==> config.mk <==
export PLATFORM = sky130hd
export DESIGN_NAME = mandelbrot_escape_time_pixel
export DESIGN_NICKNAME = d
export VERILOG_FILES = /design/src/hdl/mand_pkg.sv /design/src/hdl/mandelbrot_escape_time_pixel.sv /design/src/hdl/mand_csr.sv /design/src/hdl/mand_mul.sv /design/src/hdl/mand_core.sv
export SDC_FILE = /design/constraint.sdc
export NUM_CORES = 2
export LEC_CHECK = 0
export BUFFER_PORTS_ARGS = -buffer_cell sky130_fd_sc_hd__buf_2
export CAP_MARGIN = 10
export CORE_ASPECT_RATIO = 1.75
export CORE_MARGIN = 2
export CORE_UTILIZATION = 45
export CTS_CLUSTER_DIAMETER = 120
export DETAILED_ROUTE_END_ITERATION = 10
export PLACE_DENSITY = 0.6
export SLEW_MARGIN = 20
export SYNTH_ARGS = -nofsm -noshare
export SYNTH_HDL_FRONTEND = slang
export SYNTH_HIERARCHICAL = 1
export SYNTH_SLANG_ARGS = --single-unit
==> constraint.sdc <==
create_clock -name clock -period 12.6 [get_ports clock]
set_clock_uncertainty 0.2 [all_clocks]
set_input_delay 1.26 -clock clock [delete_from_list [all_inputs] [get_ports clock]]
set_output_delay 1.26 -clock clock [all_outputs]
set_load 0.05 [all_outputs]
==> src/hdl/mand_pkg.sv <==
// shared types and constants for the mandelbrot escape-time pixel engine
// fixed-point widths, register indexes, sequencer states and shade codes; no dependencies
package mand_pkg;

   localparam int INDEX_BITS    = 10;
   localparam int FRACTION_BITS = 28;
   localparam int COUNT_BITS    = 16;

   localparam int CSR_DATA_BITS  = 32;
   localparam int CSR_INDEX_BITS = 3;
   localparam int LIMIT_BITS     = 16;
   localparam int COUNT_OUT_BITS = 16;
   localparam int SHADE_BITS     = 3;

   // multiplier operands hold a step magnitude or a z magnitude up to 2.0
   localparam int MUL_BITS  = (FRACTION_BITS + 2 > CSR_DATA_BITS) ? FRACTION_BITS + 2
                                                                   : CSR_DATA_BITS;
   localparam int PROD_BITS = 2 * MUL_BITS;
   // c = origin + index * step, exact
   localparam int C_BITS    = CSR_DATA_BITS + INDEX_BITS + 1;
   // truncated square, sum of squares, truncated doubled cross product
   localparam int SQ_BITS   = FRACTION_BITS + 3;
   localparam int SUM_BITS  = FRACTION_BITS + 4;
   localparam int PXY_BITS  = FRACTION_BITS + 4;
   localparam int Z_BITS    = ((FRACTION_BITS + 5 > C_BITS) ? FRACTION_BITS + 5 : C_BITS) + 1;

   localparam logic [Z_BITS-1:0]   ESC_TWO  = Z_BITS'(2) << FRACTION_BITS;
   localparam logic [SUM_BITS-1:0] ESC_FOUR = SUM_BITS'(4) << FRACTION_BITS;

   localparam logic [SHADE_BITS-1:0] SHADE_DOT    = 3'd0;
   localparam logic [SHADE_BITS-1:0] SHADE_COMMA  = 3'd1;
   localparam logic [SHADE_BITS-1:0] SHADE_TILDE  = 3'd2;
   localparam logic [SHADE_BITS-1:0] SHADE_DASH   = 3'd3;
   localparam logic [SHADE_BITS-1:0] SHADE_INSIDE = 3'd4;

   typedef enum logic [CSR_INDEX_BITS-1:0] {
      CSR_X_ORIGIN        = 3'd0,
      CSR_X_STEP          = 3'd1,
      CSR_Y_ORIGIN        = 3'd2,
      CSR_Y_STEP          = 3'd3,
      CSR_ITERATION_LIMIT = 3'd4,
      CSR_SHADE_HIGH      = 3'd5,
      CSR_SHADE_MID       = 3'd6,
      CSR_SHADE_LOW       = 3'd7
   } csr_index_type;

   typedef struct packed {
      logic signed [CSR_DATA_BITS-1:0] x_origin;
      logic signed [CSR_DATA_BITS-1:0] x_step;
      logic signed [CSR_DATA_BITS-1:0] y_origin;
      logic signed [CSR_DATA_BITS-1:0] y_step;
      logic [LIMIT_BITS-1:0]           iteration_limit;
      logic [LIMIT_BITS-1:0]           shade_high;
      logic [LIMIT_BITS-1:0]           shade_mid;
      logic [LIMIT_BITS-1:0]           shade_low;
   } cfg_type;

   typedef enum logic [3:0] {
      ST_IDLE,
      ST_LOAD_X,
      ST_LOAD_Y,
      ST_FINISH_C,
      ST_TEST,
      ST_SQ_Y,
      ST_CROSS,
      ST_CHECK,
      ST_DONE
   } state_type;

endpackage

==> src/hdl/mandelbrot_escape_time_pixel.sv <==
// Mandelbrot escape-time pixel engine. A request beat carries a pixel column and row; the
// block forms c = origin + index * step in signed Q4.28, iterates z = z*z + c from zero
// while |z|^2 <= 4 and the count is below the iteration limit, and returns one response
// beat with the escape count and a shade class (4 inside the set, else 3..0 against the
// high, mid and low thresholds). All arithmetic runs on one 32x32 multiplier with a
// registered product, which is used three times per iteration (zx^2, zy^2, zx*zy); each
// iteration steps through ST_TEST, ST_SQ_Y, ST_CROSS and ST_CHECK, and a pixel stops
// on the limit, on the magnitude test or when the sum of squares escapes. The default
// iteration limit is 1000.
// The engine holds one pixel at a time; a finished result waits in the response register
// so the next request can be taken as soon as the previous one is handed over.
// The user must write registers through the csr port only while the engine is idle; the block does not enforce it.
// depends on mand_pkg; instantiates mand_csr and mand_core
module mandelbrot_escape_time_pixel (
   input  logic                                   clock,
   input  logic                                   reset,
   input  logic                                   csr_we,
   input  logic [mand_pkg::CSR_INDEX_BITS-1:0]    csr_index,
   input  logic [mand_pkg::CSR_DATA_BITS-1:0]     csr_wdata,
   input  logic                                   req_valid,
   output logic                                   req_ready,
   input  logic [mand_pkg::INDEX_BITS-1:0]        req_column,
   input  logic [mand_pkg::INDEX_BITS-1:0]        req_row,
   output logic                                   rsp_valid,
   input  logic                                   rsp_ready,
   output logic [mand_pkg::COUNT_OUT_BITS-1:0]    rsp_escape_count,
   output logic [mand_pkg::SHADE_BITS-1:0]        rsp_shade
);
   import mand_pkg::*;

   cfg_type                   cfg;
   logic                      res_valid;
   logic                      res_ready;
   logic [COUNT_OUT_BITS-1:0] res_count;
   logic [SHADE_BITS-1:0]     res_shade;

   logic                      rsp_valid_ff, rsp_valid_in;
   logic [COUNT_OUT_BITS-1:0] rsp_count_ff, rsp_count_in;
   logic [SHADE_BITS-1:0]     rsp_shade_ff, rsp_shade_in;

   mand_csr u_csr (
      .clock     (clock),
      .reset     (reset),
      .csr_we    (csr_we),
      .csr_index (csr_index),
      .csr_wdata (csr_wdata),
      .cfg       (cfg)
   );

   mand_core u_core (
      .clock      (clock),
      .reset      (reset),
      .cfg        (cfg),
      .req_valid  (req_valid),
      .req_ready  (req_ready),
      .req_column (req_column),
      .req_row    (req_row),
      .res_valid  (res_valid),
      .res_ready  (res_ready),
      .res_count  (res_count),
      .res_shade  (res_shade)
   );

   // output register takes a new beat when empty or being drained
   assign res_ready = !rsp_valid_ff || rsp_ready;

   always_comb begin
      rsp_valid_in = rsp_valid_ff;
      rsp_count_in = rsp_count_ff;
      rsp_shade_in = rsp_shade_ff;
      if (res_ready) begin
         rsp_valid_in = res_valid;
         if (res_valid) begin
            rsp_count_in = res_count;
            rsp_shade_in = res_shade;
         end
      end
   end

   always_ff @(posedge clock) begin
      if (reset) begin
         rsp_valid_ff <= 1'b0;
      end else begin
         rsp_valid_ff <= rsp_valid_in;
      end
   end

   always_ff @(posedge clock) begin
      rsp_count_ff <= rsp_count_in;
      rsp_shade_ff <= rsp_shade_in;
   end

   assign rsp_valid        = rsp_valid_ff;
   assign rsp_escape_count = rsp_count_ff;
   assign rsp_shade        = rsp_shade_ff;

endmodule

==> src/hdl/mand_csr.sv <==
// configuration register file of the mandelbrot pixel engine
// depends on mand_pkg for the register indexes and the cfg_type bundle
module mand_csr (
   input  logic                                  clock,
   input  logic                                  reset,
   input  logic                                  csr_we,
   input  logic [mand_pkg::CSR_INDEX_BITS-1:0]   csr_index,
   input  logic [mand_pkg::CSR_DATA_BITS-1:0]    csr_wdata,
   output mand_pkg::cfg_type                     cfg
);
   import mand_pkg::*;

   cfg_type cfg_ff;
   cfg_type cfg_in;

   always_comb begin
      cfg_in = cfg_ff;
      if (csr_we) begin
         unique case (csr_index_type'(csr_index))
            CSR_X_ORIGIN:        cfg_in.x_origin        = csr_wdata;
            CSR_X_STEP:          cfg_in.x_step          = csr_wdata;
            CSR_Y_ORIGIN:        cfg_in.y_origin        = csr_wdata;
            CSR_Y_STEP:          cfg_in.y_step          = csr_wdata;
            CSR_ITERATION_LIMIT: cfg_in.iteration_limit = csr_wdata[LIMIT_BITS-1:0];
            CSR_SHADE_HIGH:      cfg_in.shade_high      = csr_wdata[LIMIT_BITS-1:0];
            CSR_SHADE_MID:       cfg_in.shade_mid       = csr_wdata[LIMIT_BITS-1:0];
            CSR_SHADE_LOW:       cfg_in.shade_low       = csr_wdata[LIMIT_BITS-1:0];
            default:             cfg_in = cfg_ff;
         endcase
      end
   end

   always_ff @(posedge clock) begin
      if (reset) begin
         cfg_ff.x_origin        <= -32'sd536870912;
         cfg_ff.x_step          <= '0;
         cfg_ff.y_origin        <= 32'sd536870912;
         cfg_ff.y_step          <= '0;
         cfg_ff.iteration_limit <= 16'd1000;
         cfg_ff.shade_high      <= 16'd800;
         cfg_ff.shade_mid       <= 16'd600;
         cfg_ff.shade_low       <= 16'd400;
      end else begin
         cfg_ff <= cfg_in;
      end
   end

   assign cfg = cfg_ff;

endmodule

==> src/hdl/mand_mul.sv <==
// shared unsigned multiplier with a registered product
// depends on mand_pkg for the operand width
module mand_mul (
   input  logic                             clock,
   input  logic [mand_pkg::MUL_BITS-1:0]    mul_a,
   input  logic [mand_pkg::MUL_BITS-1:0]    mul_b,
   output logic [mand_pkg::PROD_BITS-1:0]   product
);
   import mand_pkg::*;

   logic [PROD_BITS-1:0] product_ff;
   logic [PROD_BITS-1:0] product_in;

   assign product_in = PROD_BITS'(mul_a) * PROD_BITS'(mul_b);

   always_ff @(posedge clock) begin
      product_ff <= product_in;
   end

   assign product = product_ff;

endmodule

==> src/hdl/mand_core.sv <==
// sequencer and datapath: forms c, then iterates z = z*z + c on the shared multiplier
// depends on mand_pkg and instantiates mand_mul
module mand_core (
   input  logic                                   clock,
   input  logic                                   reset,
   input  mand_pkg::cfg_type                      cfg,
   input  logic                                   req_valid,
   output logic                                   req_ready,
   input  logic [mand_pkg::INDEX_BITS-1:0]        req_column,
   input  logic [mand_pkg::INDEX_BITS-1:0]        req_row,
   output logic                                   res_valid,
   input  logic                                   res_ready,
   output logic [mand_pkg::COUNT_OUT_BITS-1:0]    res_count,
   output logic [mand_pkg::SHADE_BITS-1:0]        res_shade
);
   import mand_pkg::*;

   state_type state_ff, state_in;

   logic [INDEX_BITS-1:0]    column_ff, column_in;
   logic [INDEX_BITS-1:0]    row_ff, row_in;
   logic signed [C_BITS-1:0] cx_ff, cx_in;
   logic signed [C_BITS-1:0] cy_ff, cy_in;
   logic signed [Z_BITS-1:0] zx_ff, zx_in;
   logic signed [Z_BITS-1:0] zy_ff, zy_in;
   logic [SQ_BITS-1:0]       sx_ff, sx_in;
   logic [SQ_BITS-1:0]       sy_ff, sy_in;
   logic [COUNT_BITS-1:0]    count_ff, count_in;

   logic [MUL_BITS-1:0]      mul_a, mul_b;
   logic [PROD_BITS-1:0]     product;

   logic [Z_BITS-1:0]        mag_x, mag_y;
   logic [COUNT_BITS-1:0]    limit;
   logic [SUM_BITS-1:0]      sum_sq;
   logic [PXY_BITS-1:0]      pxy;
   logic signed [Z_BITS-1:0] pxy_signed;
   logic                     cross_neg;

   // step magnitude for the unsigned multiplier
   function automatic logic [MUL_BITS-1:0] step_mag(input logic signed [CSR_DATA_BITS-1:0] s);
      logic [CSR_DATA_BITS-1:0] m;
      m = s[CSR_DATA_BITS-1] ? CSR_DATA_BITS'(-s) : CSR_DATA_BITS'(s);
      return MUL_BITS'(m);
   endfunction

   // origin plus signed index product
   function automatic logic signed [C_BITS-1:0] form_c(
      input logic signed [CSR_DATA_BITS-1:0] origin,
      input logic                            neg,
      input logic [PROD_BITS-1:0]            p
   );
      logic signed [C_BITS-1:0] term;
      term = $signed({1'b0, p[C_BITS-2:0]});
      return C_BITS'(origin) + (neg ? -term : term);
   endfunction

   mand_mul u_mul (
      .clock   (clock),
      .mul_a   (mul_a),
      .mul_b   (mul_b),
      .product (product)
   );

   assign mag_x  = zx_ff[Z_BITS-1] ? Z_BITS'(-zx_ff) : Z_BITS'(zx_ff);
   assign mag_y  = zy_ff[Z_BITS-1] ? Z_BITS'(-zy_ff) : Z_BITS'(zy_ff);
   assign limit  = COUNT_BITS'(cfg.iteration_limit);
   assign sum_sq = SUM_BITS'(sx_ff) + SUM_BITS'(sy_ff);
   assign pxy    = product[FRACTION_BITS-1 +: PXY_BITS];
   assign pxy_signed = $signed(Z_BITS'(pxy));
   // sign of 2*zx*zy comes from z before the update
   assign cross_neg  = zx_ff[Z_BITS-1] != zy_ff[Z_BITS-1];

   always_comb begin
      state_in  = state_ff;
      column_in = column_ff;
      row_in    = row_ff;
      cx_in     = cx_ff;
      cy_in     = cy_ff;
      zx_in     = zx_ff;
      zy_in     = zy_ff;
      sx_in     = sx_ff;
      sy_in     = sy_ff;
      count_in  = count_ff;
      mul_a     = '0;
      mul_b     = '0;
      req_ready = 1'b0;
      res_valid = 1'b0;
      res_shade = SHADE_DOT;

      unique case (state_ff)
         ST_IDLE: begin
            req_ready = 1'b1;
            if (req_valid) begin
               column_in = req_column;
               row_in    = req_row;
               state_in  = ST_LOAD_X;
            end
         end
         ST_LOAD_X: begin
            mul_a    = step_mag(cfg.x_step);
            mul_b    = MUL_BITS'(column_ff);
            state_in = ST_LOAD_Y;
         end
         ST_LOAD_Y: begin
            mul_a    = step_mag(cfg.y_step);
            mul_b    = MUL_BITS'(row_ff);
            cx_in    = form_c(cfg.x_origin, cfg.x_step[CSR_DATA_BITS-1], product);
            state_in = ST_FINISH_C;
         end
         ST_FINISH_C: begin
            cy_in    = form_c(cfg.y_origin, cfg.y_step[CSR_DATA_BITS-1], product);
            zx_in    = '0;
            zy_in    = '0;
            count_in = '0;
            state_in = ST_TEST;
         end
         ST_TEST: begin
            mul_a = MUL_BITS'(mag_x);
            mul_b = MUL_BITS'(mag_x);
            if (count_ff >= limit || mag_x > ESC_TWO || mag_y > ESC_TWO) begin
               state_in = ST_DONE;
            end else begin
               state_in = ST_SQ_Y;
            end
         end
         ST_SQ_Y: begin
            mul_a    = MUL_BITS'(mag_y);
            mul_b    = MUL_BITS'(mag_y);
            sx_in    = product[FRACTION_BITS +: SQ_BITS];
            state_in = ST_CROSS;
         end
         ST_CROSS: begin
            mul_a    = MUL_BITS'(mag_x);
            mul_b    = MUL_BITS'(mag_y);
            sy_in    = product[FRACTION_BITS +: SQ_BITS];
            state_in = ST_CHECK;
         end
         ST_CHECK: begin
            if (sum_sq > ESC_FOUR) begin
               state_in = ST_DONE;
            end else begin
               zx_in    = $signed(Z_BITS'(sx_ff)) - $signed(Z_BITS'(sy_ff))
                          + Z_BITS'(cx_ff);
               zy_in    = (cross_neg ? -pxy_signed : pxy_signed) + Z_BITS'(cy_ff);
               count_in = count_ff + COUNT_BITS'(1);
               state_in = ST_TEST;
            end
         end
         ST_DONE: begin
            res_valid = 1'b1;
            priority if (count_ff == limit) begin
               res_shade = SHADE_INSIDE;
            end else if (32'(count_ff) > 32'(cfg.shade_high)) begin
               res_shade = SHADE_DASH;
            end else if (32'(count_ff) > 32'(cfg.shade_mid)) begin
               res_shade = SHADE_TILDE;
            end else if (32'(count_ff) > 32'(cfg.shade_low)) begin
               res_shade = SHADE_COMMA;
            end else begin
               res_shade = SHADE_DOT;
            end
            if (res_ready) begin
               state_in = ST_IDLE;
            end
         end
         default: state_in = ST_IDLE;
      endcase
   end

   assign res_count = COUNT_OUT_BITS'(count_ff);

   always_ff @(posedge clock) begin
      if (reset) begin
         state_ff <= ST_IDLE;
      end else begin
         state_ff <= state_in;
      end
   end

   always_ff @(posedge clock) begin
      column_ff <= column_in;
      row_ff    <= row_in;
      cx_ff     <= cx_in;
      cy_ff     <= cy_in;
      zx_ff     <= zx_in;
      zy_ff     <= zy_in;
      sx_ff     <= sx_in;
      sy_ff     <= sy_in;
      count_ff  <= count_in;
   end

endmodule
==> flow_metrics.py <==
metrics = {
    "timing": {
        "period_minus_slack_ns": 11.64,
        "grt_setup_unrepaired": "no",
        "setup_viol": 0,
        "finalSetupTns_ns": 0,
        "slew_viol_final": 0,
        "clock.fmax_mhz": 85.9,
        "relSlewSlack_pct": 18.6,
        "hold_viol_final": 0,
        "finalWorstSetupSlack_ns": 0.963,
        "worst_pin_slew_ns": 1.20,
        "fin_crit_sh_pct": 92.4,
    },
    "clock_network": {
        "clk_path_buf_depth": 3,
        "htreeDepth": 2,
        "worst_skew_pair.late_latency_ns": 0.71,
        "cts_tree": "built",
        "ctsHoldBuffers": 0,
        "cts.repair.resized": 0,
        "clkTransAtPathRegs_ns": 0.08,
        "cts_buffers": 51,
        "post-cts-setup-buffers": 0,
        "clockRootBuffer": "clkbuf_16",
        "cts_sinks": 547,
    },
    "cells_and_area": {
        "drive_gt1_share_pct": 5.77,
        "fill_cells": 15400,
        "multiInputGateArea_um2": 53300,
        "final_core_util_pct": 48.3,
        "area_growth_pct": 6.50,
        "fin_nets": 9349,
        "ff_latch_area_um2": 13900,
    },
    "global_route": {
        "grt_max_degree": 92,
        "grt_pass1_vias": 62300,
        "grt_usage_pct": 33.2,
        "grt-ovfl-total": 0,
        "antenna_found_initial": 19,
        "grt_pass1_wl_mm": 401,
    },
    "run": {
        "drv_cap": 0,
    },
    "worst_setup_path": {
        "crit_path_frequent_cell": "fa_1",
        "crit_type": "reg -> reg",
        "worstPathMaxFanout": 21,
        "critPathMaxStageDelay_ns": 0.71,
        "cp-end-kind": "flop",
        "cp_slowest_cell": "xor2_1",
        "crit_required_ns": 12.99,
        "arrival_ns": 12.02,
        "start_kind": "flop",
    },
    "worst_hold_path": {
        "hold_path.class": "reg -> reg",
    },
    "yosys": {
        "syn-num-nets": 9510,
        "netlist_instances": 8008,
        "netlist_area_um2": 72400,
        "avgSynthCellArea_um2": 9.04,
        "ys_warn_count": 6,
    },
    "die": {
        "core_area_um2": 160000,
        "die-area_um2": 164000,
        "die_w_um": 307,
        "die_y_um": 535,
        "ioPinCount": 81,
        "initial_utilization_pct": 45.3,
        "rows": 194,
    },
    "drt": {
        "met3_length_mm": 12.1,
        "wl_met2_mm": 139,
        "drt_first_pass_iters": 6,
        "top_layer": "met5",
        "drt_iter0_drc": 4329,
        "route.detailed.drc": 0,
        "routed_wirelength_mm": 272,
        "avgViaCountPerCell": 5.88,
        "via_count": 58600,
        "wl_per_cell_um": 27.3,
        "met1_length_mm": 91.4,
        "ant_nets": 0,
    },
    "placement": {
        "preCtsSetupSlack_ns": 1.19,
        "place_hpwl_mm": 218,
        "io_buffers": 80,
        "routabilityCongestion": 1.01,
    },
    "power": {
        "peakVddDrop_v": 0.0000795,
        "p_leak_nw": 35.6,
        "p_total_mw": 5.12,
        "powerDensity_nw_per_um2": 66.5,
    },
    "status": {
        "status": "finished clean",
    },
}
worst paths after layout:
kind / startpoint / endpoint / slack [ns] / cells after the start
worst min register to register: u_csr/cfg[21] / u_csr/cfg[21] / 0.28 / 2
worst min-delay path: u_csr/cfg[21] / u_csr/cfg[21] / 0.28 / 2
worst max-delay path: u_core/zy_ff[0] / u_core/u_mul/product[52] / 0.96 / 32
worst max register to register: u_core/zy_ff[0] / u_core/u_mul/product[52] / 0.96 / 32
critical path: cells and delay by family, from the launching register on:
kind,cells,cell delay (ns)
adder cells (fa/ha/maj),10,4.79
buffers and inverters,4,0.63
AO/OA/AOI/OAI,6,1.96
AND/OR/NAND/NOR,10,2.58
flip-flops,1,0.49
XOR/XNOR,2,0.88
power by group:
part | total (mW) | switching, mW | internal (mW)
combinational | 1.34 | 0.895 | 0.446
sequential | 2.01 | 0.0695 | 1.94
clock | 1.78 | 0.823 | 0.955
layout by cell type, fill, tap and decap left out, types with 17 or more instances in the layout:
| cell type | count |
|---|---|
| edfxtp_1 | 291 |
| o21ai_2 | 20 |
| o22ai_2 | 17 |
| nor3_1 | 83 |
| nor2_1 | 317 |
| a211oi_1 | 28 |
| o21ai_0 | 230 |
| nand2_1 | 748 |
| or3_1 | 49 |
| o31ai_1 | 51 |
| nor2b_1 | 48 |
| a21oi_1 | 351 |
| a31oi_1 | 57 |
| and2_1 | 613 |
| ha_1 | 545 |
| nor4_1 | 42 |
| o22ai_1 | 30 |
| inv_1 | 1066 |
| nand4_1 | 77 |
| o21bai_1 | 72 |
| clkbuf_16 | 51 |
| fa_1 | 897 |
| o211ai_1 | 18 |
| and3_1 | 39 |
| nand2b_1 | 253 |
| mux2i_1 | 207 |
| dfxtp_1 | 254 |
| buf_2 | 79 |
| or2_2 | 21 |
| nand3_1 | 96 |
| xor2_1 | 171 |
| xnor2_1 | 292 |
| buf_4 | 131 |
| or4_1 | 31 |
| o41ai_1 | 28 |
| o21a_1 | 50 |
| a21o_1 | 171 |
registers in the layout (all words and copies together) (netlist names):
name / count
u_core/u_mul/product: 59
u_csr/cfg: 192
u_core/state_ff: 4
rsp_valid: 1
u_core/res_count: 16
u_core/zx_ff: 44
rsp_escape_count: 16
u_core/cx_ff: 43
u_core/row_ff: 10
u_core/zy_ff: 44
u_core/sx_ff: 31
u_core/sy_ff: 31
u_core/column_ff: 10
rsp_shade: 3
u_core/cy_ff: 43
layer usage:
layer / up-vias / track usage, %
met4: 4 / 30.0
met5: - / 0
met1: 29500 / 33.7
met2: 2131 / 59.8
met3: 903 / 3.58
li1: 26000 / -
area by class of cell:
type                    count  area share [%]
multi-input cells        5961            69.2
flip-flops and latches    547            18.0
inverters                1075            5.24
well taps                2058            3.34
repair buffers            211            1.80
clock buffers              57            1.72
clock inverters            38           0.709
diodes                     12          0.0390
metrics by stage:
step	hold slack (ns)	cell area, µm²	instances
after CTS	0.281	77000	9947
after detailed placement	0.268	75100	9852
after global placement	0.261	75100	9852
after floorplan	0.224	72400	8008
final	0.277	77100	9959
after global routing	0.300	77100	9952
Power figures use the tool's default switching activity.
